===== src/hw/rtl/gpc_pkg.sv =====
`timescale 1ns / 1ps
// Shared types, sizes and helpers for the grid path counter.
// Used by every module of the block; depends on nothing else.
package gpc_pkg;

	localparam int MAX_COLS  = 1024;
	localparam int MAX_ROWS  = 1024;
	localparam int COL_W     = (MAX_COLS > 1) ? $clog2(MAX_COLS) : 1;
	localparam int ROW_W     = (MAX_ROWS > 1) ? $clog2(MAX_ROWS) : 1;
	localparam int CNT_W     = 30;
	localparam int REG_W     = 11;
	localparam int CFG_IDX_W = 2;
	localparam int QDEPTH    = 4;
	localparam int QPTR_W    = $clog2(QDEPTH);
	localparam int QCNT_W    = QPTR_W + 1;

	localparam logic [CNT_W-1:0] PATH_MOD = CNT_W'(1000000007);

	// configuration register indexes
	typedef enum logic [CFG_IDX_W-1:0] {
		REG_GRID_ROWS = CFG_IDX_W'(0),
		REG_GRID_COLS = CFG_IDX_W'(1)
	} gpc_reg_t;

	// one classified cell as it travels from front to back
	typedef struct packed {
		logic             wall;
		logic [COL_W-1:0] col;
		logic             first_row;
		logic             last;
	} gpc_cell_t;

	// zero reads as one, anything above the maximum reads as the maximum
	function automatic logic [REG_W-1:0] clamp_size(logic [REG_W-1:0] v,
			logic [REG_W-1:0] mx);
		logic [REG_W-1:0] r;
		if (v == '0) begin
			r = REG_W'(1);
		end else if (v > mx) begin
			r = mx;
		end else begin
			r = v;
		end
		return r;
	endfunction

endpackage


===== src/hw/rtl/gpc_front.sv =====
`timescale 1ns / 1ps
// Front end: configuration registers, grid position tracking and cell
// classification. Depends on gpc_pkg.
module gpc_front (
	input  logic                           clk,
	input  logic                           arst_n,
	input  logic                           cfg_valid,
	output logic                           cfg_ready,
	input  logic [gpc_pkg::CFG_IDX_W-1:0]  cfg_index,
	input  logic [gpc_pkg::REG_W-1:0]      cfg_data,
	input  logic                           in_valid,
	output logic                           in_ready,
	input  logic                           in_wall,
	input  logic                           q_full,
	output logic                           push,
	output gpc_pkg::gpc_cell_t             push_cell
);

	logic [gpc_pkg::REG_W-1:0] rows_reg_q;
	logic [gpc_pkg::REG_W-1:0] cols_reg_q;
	logic [gpc_pkg::COL_W-1:0] col_q;
	logic [gpc_pkg::ROW_W-1:0] row_q;
	logic [gpc_pkg::REG_W-1:0] rows_eff;
	logic [gpc_pkg::REG_W-1:0] cols_eff;
	logic                      row_end;
	logic                      grid_end;
	logic                      cfg_wr;

	assign cfg_ready = 1'b1;
	assign cfg_wr    = cfg_valid && cfg_ready;

	// effective grid size
	assign rows_eff = gpc_pkg::clamp_size(rows_reg_q, gpc_pkg::REG_W'(gpc_pkg::MAX_ROWS));
	assign cols_eff = gpc_pkg::clamp_size(cols_reg_q, gpc_pkg::REG_W'(gpc_pkg::MAX_COLS));

	// end of row / end of grid for the cell at the current position
	assign row_end  = (gpc_pkg::REG_W'(col_q) + gpc_pkg::REG_W'(1)) >= cols_eff;
	assign grid_end = row_end
		&& ((gpc_pkg::REG_W'(row_q) + gpc_pkg::REG_W'(1)) >= rows_eff);

	assign in_ready = !q_full;
	assign push     = in_valid && in_ready;

	always_comb begin
		push_cell.wall      = in_wall;
		push_cell.col       = col_q;
		push_cell.first_row = (row_q == '0);
		push_cell.last      = grid_end;
	end

	// registers and position; any write restarts the grid
	always_ff @(posedge clk or negedge arst_n) begin
		if (!arst_n) begin
			rows_reg_q <= gpc_pkg::REG_W'(1);
			cols_reg_q <= gpc_pkg::REG_W'(1);
			col_q      <= '0;
			row_q      <= '0;
		end else if (cfg_wr) begin
			case (cfg_index)
				gpc_pkg::REG_GRID_ROWS: rows_reg_q <= cfg_data;
				gpc_pkg::REG_GRID_COLS: cols_reg_q <= cfg_data;
				default: ;
			endcase
			col_q <= '0;
			row_q <= '0;
		end else if (push) begin
			if (row_end) begin
				col_q <= '0;
				row_q <= grid_end ? '0 : row_q + 1'b1;
			end else begin
				col_q <= col_q + 1'b1;
			end
		end
	end

	a_last_wraps: assert property (@(posedge clk) disable iff (!arst_n)
		(push && push_cell.last && !cfg_wr) |=> (col_q == '0 && row_q == '0))
		else $error("position did not wrap after the last cell");

endmodule


===== config.mk =====
export PLATFORM = sky130hd
export DESIGN_NAME = gpc_front
export DESIGN_NICKNAME = d
export VERILOG_FILES = /design/src/hw/rtl/gpc_pkg.sv /design/src/hw/rtl/gpc_front.sv
export SDC_FILE = /design/constraint.sdc
export NUM_CORES = 1
export LEC_CHECK = 0
export ABC_AREA = 1
export BUFFER_PORTS_ARGS = -buffer_cell sky130_fd_sc_hd__buf_2
export CORE_MARGIN = 2
export CORE_UTILIZATION = 29
export CTS_BUF_LIST = sky130_fd_sc_hd__clkbuf_16
export CTS_CLUSTER_DIAMETER = 80
export CTS_CLUSTER_SIZE = 30
export DETAILED_ROUTE_END_ITERATION = 6
export SLEW_MARGIN = 10
export SYNTH_ARGS = -nofsm -noshare
export SYNTH_HDL_FRONTEND = slang
export SYNTH_SLANG_ARGS = --single-unit

===== constraint.sdc =====
create_clock -name clk -period 5.6 [get_ports clk]
set_clock_uncertainty 0.15 [all_clocks]
set_input_delay 0.84 -clock clk [delete_from_list [all_inputs] [get_ports clk]]
set_output_delay 0.84 -clock clk [all_outputs]
set_load 0.01 [all_outputs]

==> impl_metrics.yaml <==
yosys:
  syn_area_per_cell_um2: 7.302
  synth_edf_count: 0
  synth-xor-area-share_pct: 2.811
  yosysSeqAreaShare_pct: 37.57
  yosysWarnings: 0
  syn_nets: 428
  synthMuxAreaShare_pct: 0
  synth_simple_gate_area_share_pct: 28.02
  synth_top_family_by_area: "simple AND/OR/NAND/NOR gates"
  synth-seq-cells: 42
  synthDistinctLibCells: 30
  netlist_area_mm2: 0.002804
  ys.flop_type: "dfrtp_1"
  synthAdderAreaFrac_pct: 11.16
  synth_compound_area_share_pct: 9.772
  ys_async_sr_fraction_pct: 100.0
  syn_inst: 384
critical_path:
  path_class: "reg -> out"
  crit_slowest_cell: "dfrtp_1"
  critPathRequiredTime_ns: 4.61
  cp-start-kind: "flop"
  startpoint: "col_q[0]"
  reg2reg_depth: 17
  crit_arrival_ns: 3.02
  crit_top_cell: "nand2_1"
  path_cells: "ha_1 -> nand3_1 -> nor2_1 -> nand3_1 -> or2_2 -> nand2_1 -> inv_1 -> ha_1 -> nand2_1 -> nor2_2 -> nand2_1 -> nor2_1 -> nor2_1 -> nand2_1 -> nand2_1 -> inv_1 -> buf_2"
  crit_end: "push_cell[0]"
  cp-end-kind: "primary output"
  r2r-end: "row_q[9]"
  r2r_slack_ns: 2.46
  critPathMaxFanout: 11
  crit_path_max_incr_delay_ns: 0.41
  rr_startpoint: "col_q[0]"
timing:
  worst_pin_slew_ns: 0.9368
  maxSlewHeadroom_pct: 37.55
  finalHoldViolations: 0
  whs_ns: 0.3521
  period_minus_slack_ns: 4.012
  timing.fmax_mhz: 249.3
  rsz0062_at_grt: "no"
  post-route-period-util_pct: 71.63
  finalSetupTns_ns: 0
  finalMaxSlewViolations: 0
  finalSetupViolCount: 0
power:
  irDropWorstVdd_mv: 0.1547
  p_leak_nw: 1.740
  p_per_area_mw_per_mm2: 284.4
routing:
  avgViaCountPerCell: 4.461
  wl_per_cell_um: 11.34
  antenna_left: 0
  drc: 0
  firstDrtPassIters: 4
  drt-total-wl_mm: 6.123
  vias: 2409
  drtIter0Drc: 90
min_path:
  hold_path_class: "reg -> reg"
  hold_start: "rows_reg_q[0]"
cells_and_area:
  drive_gt1_share_pct: 12.41
  stdcell_area_mm2: 0.003209
  fillCellCount: 988
  n_antenna_cell: 0
  multi_input_area_mm2: 0.001455
  area_growth_pct: 14.46
  final_nets: 455
  ff_latch_area_mm2: 0.001054
floorplan:
  die_area_mm2: 0.01047
  die_w_um: 102.3
  die_h_um: 102.3
  core_area_mm2: 0.009328
  start_util_pct: 30.06
  std_cell_rows: 35
  io_pins: 35
cts:
  cts_tree: "done"
  clock_latency_ns: 0.28
  cts_setup_buffers: 0
  ctsResizeCount: 0
  cts.clk_slew.worst_paths_ns: 0.06
  cts-root-buf: "clkbuf_16"
  cts_hold_buf: 0
  cts.sinks: 42
  cts_buffers: 5
  clockBufferDepth: 2
  htree_levels: 2
global_route:
  grt_max_degree: 43
  antenna_found_initial: 0
  grt_pass1_wl_mm: 10.79
  track_usage_pct: 12.94
  grt_pass1_vias: 2335
  grt_overflow: 0
status:
  status: "finished, final reports clean"
placement:
  portBuffers: 31
  post-dp-hpwl_mm: 4.837
  placed_area_mm2: 0.003050
  place_congestion: 0.8454
run:
  cap_violations: 0
-- synthesized netlist by cell type, types with 5 or more instances --
cell / number / share of area, %
o21ai_1: 9 / 1.6
ha_1: 25 / 11
inv_1: 58 / 7.8
nor2_1: 22 / 2.9
dfrtp_1: 40 / 36
nand2_1: 119 / 16
nand3_1: 21 / 3.7
nor4_1: 5 / 1.1
o21ai_0: 30 / 5.4
xor2_1: 9 / 2.8
a21oi_1: 6 / 1.1
-- state kept, by name (all words and copies together), names as in the netlist --
name,cells
col_q,10
cols_reg_q,11
row_q,10
rows_reg_q,11
-- worst min-delay path by stage --
stage,slack (ns),to,depth (start not counted)
after floorplan,0.32,row_q[9],2
after global placement,0.34,cols_reg_q[0],2
after detailed placement,0.35,cols_reg_q[0],2
after CTS,0.36,cols_reg_q[0],2
after global routing,0.37,rows_reg_q[0],2
final,0.35,rows_reg_q[0],2
-- cells by family after synthesis --
group	count (synthesis)
compound gates	52
buf+inv	71
simple gates	184
xor+xnor	9
flops	42
other cells	1
fa+ha+maj	25
-- where the power goes --
group          internal, mW  total [mW]  switching [mW]
Clock                 0.206       0.322           0.115
Combinational        0.0838       0.221           0.137
Sequential            0.339       0.370          0.0312
Total                 0.629       0.913           0.284
-- routing by layer --
layer	GRT usage (%)	part of all wire, %	up-vias
met1	17.59	50	1091
met4	4.308	1.3	0
met2	20.95	45	41
li1	-	-	1272
met5	0	0	-
met3	2.189	3.4	5
-- final cells by class --
cell class	count	area share, %
Multi-Input combinational cell	271	45.34
Clock buffer	5	3.899
Timing Repair Buffer	31	4.834
Tap cell	129	5.029
Clock inverter	2	1.053
Sequential cell	42	32.83
Inverter	60	7.018
-- critical path: cells and delay by family, from the launching register on --
| kind | cells | cell delay (ns) |
|---|---|---|
| and+or+nand+nor | 12 | 1.57 |
| adders and majority gates | 2 | 0.49 |
| DFF | 1 | 0.41 |
| buffers and inverters | 3 | 0.28 |
-- through the flow --
stage	std cells	total power [mW]	util (%)	setup slack (ns)
2_1_floorplan	384	0.5348	-	2.205
3_3_place_gp	533	0.5904	32.70	1.973
3_5_place_dp	533	0.5993	32.70	1.899
4_1_cts	540	0.9263	34.41	1.564
5_1_grt	540	0.9762	34.41	1.248
6_report	540	0.9128	34.41	1.588
-- cells in the final DEF (no fill, tap or decap), drive strengths merged, types with 6 or more instances in the layout --
| master | n |
|---|---|
| nand2 | 120 |
| inv | 60 |
| dfrtp | 40 |
| o21ai | 40 |
| buf | 31 |
| nor2 | 26 |
| ha | 25 |
| nand3 | 23 |
| xor2 | 9 |
| a21oi | 6 |
(Power assumes the default switching activity.)
