### config.mk
export PLATFORM = sky130hd
export DESIGN_NAME = gpc_queue
export DESIGN_NICKNAME = d
export VERILOG_FILES = /design/src/hw/rtl/gpc_pkg.sv /design/src/hw/rtl/gpc_queue.sv
export SDC_FILE = /design/constraint.sdc
export NUM_CORES = 1
export LEC_CHECK = 0
export ABC_AREA = 1
export BUFFER_PORTS_ARGS = -buffer_cell sky130_fd_sc_hd__buf_2
export CAP_MARGIN = 20
export CORE_AREA = 2 2 79 118
export CTS_CLUSTER_DIAMETER = 150
export CTS_CLUSTER_SIZE = 28
export DETAILED_ROUTE_END_ITERATION = 8
export DIE_AREA = 0 0 81 120
export PLACE_DENSITY_LB_ADDON = 0.05
export SLEW_MARGIN = 15
export SYNTH_ARGS = -nofsm -noshare
export SYNTH_HDL_FRONTEND = slang
export SYNTH_SLANG_ARGS = --single-unit
### constraint.sdc
create_clock -name clk -period 1.6 [get_ports clk]
set_input_delay 0.08 -clock clk [delete_from_list [all_inputs] [get_ports clk]]
set_output_delay 0.08 -clock clk [all_outputs]
set_load 0.02 [all_outputs]
### src/hw/rtl/gpc_pkg.sv
`timescale 1ns / 1ps
// Shared types, sizes and helpers for the grid path counter.
// Used by every module of the block; depends on nothing else.
package gpc_pkg;

	localparam int MAX_COLS  = 1024;
	localparam int MAX_ROWS  = 1024;
	localparam int COL_W     = (MAX_COLS > 1) ? $clog2(MAX_COLS) : 1;
	localparam int ROW_W     = (MAX_ROWS > 1) ? $clog2(MAX_ROWS) : 1;
	localparam int CNT_W     = 30;
	localparam int REG_W     = 11;
	localparam int CFG_IDX_W = 2;
	localparam int QDEPTH    = 4;
	localparam int QPTR_W    = $clog2(QDEPTH);
	localparam int QCNT_W    = QPTR_W + 1;

	localparam logic [CNT_W-1:0] PATH_MOD = CNT_W'(1000000007);

	// configuration register indexes
	typedef enum logic [CFG_IDX_W-1:0] {
		REG_GRID_ROWS = CFG_IDX_W'(0),
		REG_GRID_COLS = CFG_IDX_W'(1)
	} gpc_reg_t;

	// one classified cell as it travels from front to back
	typedef struct packed {
		logic             wall;
		logic [COL_W-1:0] col;
		logic             first_row;
		logic             last;
	} gpc_cell_t;

	// zero reads as one, anything above the maximum reads as the maximum
	function automatic logic [REG_W-1:0] clamp_size(logic [REG_W-1:0] v,
			logic [REG_W-1:0] mx);
		logic [REG_W-1:0] r;
		if (v == '0) begin
			r = REG_W'(1);
		end else if (v > mx) begin
			r = mx;
		end else begin
			r = v;
		end
		return r;
	endfunction

endpackage

### src/hw/rtl/gpc_queue.sv
`timescale 1ns / 1ps
// Short queue of classified cells between front and back end.
// Depends on gpc_pkg.
module gpc_queue (
	input  logic               clk,
	input  logic               arst_n,
	input  logic               push,
	input  gpc_pkg::gpc_cell_t push_cell,
	output logic               full,
	input  logic               pop,
	output logic               q_valid,
	output gpc_pkg::gpc_cell_t q_cell
);

	gpc_pkg::gpc_cell_t         store_q [gpc_pkg::QDEPTH];
	logic [gpc_pkg::QPTR_W-1:0] wr_ptr_q;
	logic [gpc_pkg::QPTR_W-1:0] rd_ptr_q;
	logic [gpc_pkg::QCNT_W-1:0] cnt_q;

	assign full    = (cnt_q == gpc_pkg::QCNT_W'(gpc_pkg::QDEPTH));
	assign q_valid = (cnt_q != '0);
	assign q_cell  = store_q[rd_ptr_q];

	// entry storage
	always_ff @(posedge clk) begin
		if (push) begin
			store_q[wr_ptr_q] <= push_cell;
		end
	end

	// pointers and fill count
	always_ff @(posedge clk or negedge arst_n) begin
		if (!arst_n) begin
			wr_ptr_q <= '0;
			rd_ptr_q <= '0;
			cnt_q    <= '0;
		end else begin
			if (push) begin
				wr_ptr_q <= (wr_ptr_q == gpc_pkg::QPTR_W'(gpc_pkg::QDEPTH - 1))
					? '0 : wr_ptr_q + 1'b1;
			end
			if (pop) begin
				rd_ptr_q <= (rd_ptr_q == gpc_pkg::QPTR_W'(gpc_pkg::QDEPTH - 1))
					? '0 : rd_ptr_q + 1'b1;
			end
			if (push && !pop) begin
				cnt_q <= cnt_q + 1'b1;
			end else if (pop && !push) begin
				cnt_q <= cnt_q - 1'b1;
			end
		end
	end

	a_cnt_bound: assert property (@(posedge clk) disable iff (!arst_n)
		cnt_q <= gpc_pkg::QCNT_W'(gpc_pkg::QDEPTH))
		else $error("queue fill count beyond depth");

	a_no_overflow: assert property (@(posedge clk) disable iff (!arst_n)
		(push && !pop) |-> !full)
		else $error("push into full queue");

	a_no_underflow: assert property (@(posedge clk) disable iff (!arst_n)
		pop |-> q_valid)
		else $error("pop from empty queue");

endmodule

==> results by group <==
Run status
  – Status: complete, no violations

Yosys
  – Number of cells produced by synthesis: 203
  – Sequential area share after synthesis: 0.680
  – Synth area leaders: sky130_fd_sc_hd__edfxtp_1, sky130_fd_sc_hd__nand2_1, sky130_fd_sc_hd__dfrtp_1, sky130_fd_sc_hd__inv_1, sky130_fd_sc_hd__o211ai_1
  – Share of Yosys cell area claimed by the top area cell type: 0.611
  – Area of the mapped netlist: 0.00255 mm²
  – Biggest area consumer among synthesized cells: sky130_fd_sc_hd__edfxtp_1
  – Total of warnings raised by yosys: 0
  – Synth unique cells: 19
  – Count of state elements after synthesis: 59
  – Syn_nets: 227
  – Mean cell area of the mapped netlist: 12.6 µm²

Layout
  – Count of antenna diodes in the layout: 0
  – Filler cell count in the final layout: 901
  – Final Non-Filler Cells: 383
  – Layout overhead on the synthesized area: 30.0%
  – Ratio of cells with drive above 1 in the final layout: 0.260
  – Count of nets after finishing: 293

Global route
  – Vias in the first global route: 1,567
  – Met1 track utilization from global routing: 0.146
  – Most used routing layer in global routing: met2
  – Number of antenna violations at the first check in global routing: 0
  – Global routing usage on met3: 0.0278
  – Global-route congestion overflow total: 0
  – Met2 Track Usage GR: 0.192
  – Global-route wire length before repair: 8.20 mm
  – Global routing usage summed across all routing layers: 0.121
  – Maximum number of pins on one net before global-route repair: 25

Clock network
  – H-tree lvl count: 3
  – Buffer cell driving the clock tree root: sky130_fd_sc_hd__clkbuf_16
  – Clock transition at path regs: 0.05 ns
  – Number of buffers between clock root and the deepest sink: 2
  – Clock Sink Count: 59
  – Insertion delay to the later sink of the worst-skew pair: 0.32 ns
  – Number of buffers inserted during clock tree synthesis: 9
  – Clock tree from TritonCTS: done

Power and ir drop
  – Internal power summed over all cells: 0.00384 W
  – Worst IR drop on VDD: 981 µV
  – Static leakage: 1.45 nW
  – Total power density per cell area: 1780 mW/mm²
  – Switching power total: 0.00206 W
  – Sequential Power Share: 0.369
  – Clock share of power: 0.272
  – Sw Ratio: 0.349
  – Fraction of power consumed by combinational cells: 0.358

Timing
  – Transition time at the pin with the least slew margin: 0.253 ns
  – Hold slack final: 0.0136 ns
  – Final period demand of the worst path: 1.52 ns
  – Tcrit/Tclk final: 0.951
  – RSZ-0062 raised after global routing: yes
  – Final Skew: 0.00433 ns
  – Slew HR: 0.831
  – Total count of max-transition violations in the final report: 0
  – Maximum operating frequency: 0.657 GHz
  – Final-report setup violation count: 0
  – Hold violation total from the final report: 0

Worst setup path
  – Critical path, cell by cell: buf_4 -> clkinv_2 -> buf_4 -> o211ai_1 -> nand2_1 -> buf_2
  – Critical path launch point type: register
  – Critical path class: reg -> out
  – Delay of the slowest cell on the worst path: 0.40 ns
  – Endpoint of the worst-slack reg-to-reg timing path: store_q[3][11]
  – Reg-to-reg slack, setup: 0.30 ns
  – Most used cell, CP: sky130_fd_sc_hd__buf_4
  – Crit path required time: 1.52 ns
  – Crit path arrival time: 1.44 ns
  – Crit path max-delay cell type: sky130_fd_sc_hd__dfrtp_2
  – Startpoint of the worst-slack reg-to-reg timing path: wr_ptr_q[0]
  – Critical path endpoint category: primary output
  – Critical Path Fanout Max: 5
  – Reg2reg path depth: 4

Placed design
  – Port Buffers: 31
  – Final HPWL from detailed placement: 3.47 mm
  – Final weighted congestion of routability-driven global placement: 0.680
  – Total placed cells including tap cells: 348

Detailed routing
  – Via count: 1,630
  – Wire length reported by the detailed router: 5.21 mm
  – First-pass detailed-route iteration total: 4
  – Routed wirelength normalized by instance count: 13.6 µm
  – Violation count after the first detailed-routing iteration: 50
  – Via-per-instance ratio: 4.26
  – Number of antenna-violating nets in the routed design: 0
  – DRC viols: 0

Die
  – Initial standard-cell utilization of the core: 0.293
  – Num rows: 42
  – Die Y-Extent: 120 µm
  – Number of top-level pins: 32
  – Width of the die: 81 µm
  – Core Footprint: 0.00872 mm²
  – Full die area: 0.00972 mm²

Job
  – Total of max-cap violations: 0

Hold path
  – Start point of the worst min-delay path: push_cell[9]
  – Count of cells along the worst hold path: 1
  – Hold/Removal Path Class: in -> reg
  – End point of the worst hold path: store_q[2][9]
-- flip-flops by register name, summed over array words and instances (netlist names) --
register  cells
wr_ptr_q      2
rd_ptr_q      2
store_q      52
cnt_q         3
-- placed cells by master, fill, tap and decap left out, types with 9 or more instances in the layout --
cell type,instances
sky130_fd_sc_hd__nand2_1,54
sky130_fd_sc_hd__edfxtp_1,52
sky130_fd_sc_hd__inv_1,37
sky130_fd_sc_hd__buf_2,31
sky130_fd_sc_hd__o211ai_1,17
sky130_fd_sc_hd__dlygate4sd3_1,14
sky130_fd_sc_hd__buf_4,14
sky130_fd_sc_hd__o211ai_2,9
sky130_fd_sc_hd__clkbuf_16,9
-- cells in the mapped netlist (all sizes together) --
master	number
a21oi	1
buf	7
dfrtp	7
edfxtp	52
fa	1
ha	6
inv	39
nand2	54
nand3	1
nand4	1
nor2	2
nor3	1
o211ai	26
o21ai	4
xnor2	1
-- final cells by class --
cell class	instances	area (µm²)	area share
Sequential cell	59	1740	0.523
Multi-Input combinational cell	98	596	0.179
Timing Repair Buffer	61	440	0.133
Clock buffer	10	229	0.0690
Inverter	39	154	0.0463
Tap cell	110	138	0.0414
Clock inverter	5	21.3	0.00641
Timing Repair inverter	1	5.00	0.00151
-- power by group through the flow --
stage	logic, W	registers [W]	clock network [W]
floorplan	0.00141	0.00218	0
global placement	0.00206	0.00220	0
detailed placement	0.00207	0.00220	0
CTS	0.00210	0.00218	0.00166
global route	0.00238	0.00221	0.00173
finish	0.00212	0.00218	0.00161
-- worst max-delay path by stage --
stage | slack (ns) | startpoint | endpoint | depth (start not counted)
after global routing | -0.01 | rd_ptr_q[0] | q_cell[10] | 5
after CTS | 0.008 | rd_ptr_q[0] | q_cell[11] | 6
final | 0.08 | rd_ptr_q[0] | q_cell[4] | 6
after global placement | 0.28 | rd_ptr_q[0] | q_cell[6] | 6
after floorplan | 0.33 | wr_ptr_q[0] | store_q[2][0] | 4
after detailed placement | 0.28 | rd_ptr_q[0] | q_cell[11] | 6
-- cells by family after synthesis --
kind of cell / after synthesis / share of synthesized area
buffers and inverters: 46 / 0.0867
flip-flops: 59 / 0.680
AND/OR/NAND/NOR: 59 / 0.0887
XOR/XNOR: 1 / 0.00343
adder cells (fa/ha/maj): 7 / 0.0372
AO/OA/AOI/OAI: 31 / 0.104
-- metrics by stage --
stage | TNS (ns) | instance area (µm²) | utilization | power, W | setup slack (ns)
after global routing | -0.0130 | 3320 | 0.381 | 0.00632 | -0.0130
after CTS | 0 | 3270 | 0.375 | 0.00594 | 0.00827
after floorplan | 0 | 2550 | - | 0.00359 | 0.330
after detailed placement | 0 | 2880 | 0.330 | 0.00426 | 0.277
after global placement | 0 | 2880 | 0.330 | 0.00425 | 0.279
final | 0 | 3320 | 0.381 | 0.00590 | 0.0786
-- worst max-delay path: cells and delay by family, from the launching register on --
kind | cells | cell delay (ns)
buffers and inverters | 4 | 0.50
flip-flops | 1 | 0.40
AO/OA/AOI/OAI | 1 | 0.14
AND/OR/NAND/NOR | 1 | 0.06
-- timing repair --
| action | 4_1_cts | 5_1_grt |
|---|---|---|
| hold endpoints to repair | 55 | 0 |
| pin swaps | 0 | 1 |
| cloned | 0 | 1 |
| buffers inserted | 0 | 5 |
| hold buffers | 14 | 0 |
| gates resized for setup | 2 | 2 |
| setup endpoints to repair | 11 | 10 |
-- per-layer routing --
layer	share of wire	vias to the layer above
met2	0.50	28
li1	-	822
met4	0.024	0
met3	0.031	10
met1	0.45	770
met5	0	-
Note: power is estimated with default switching activity, not from simulation.
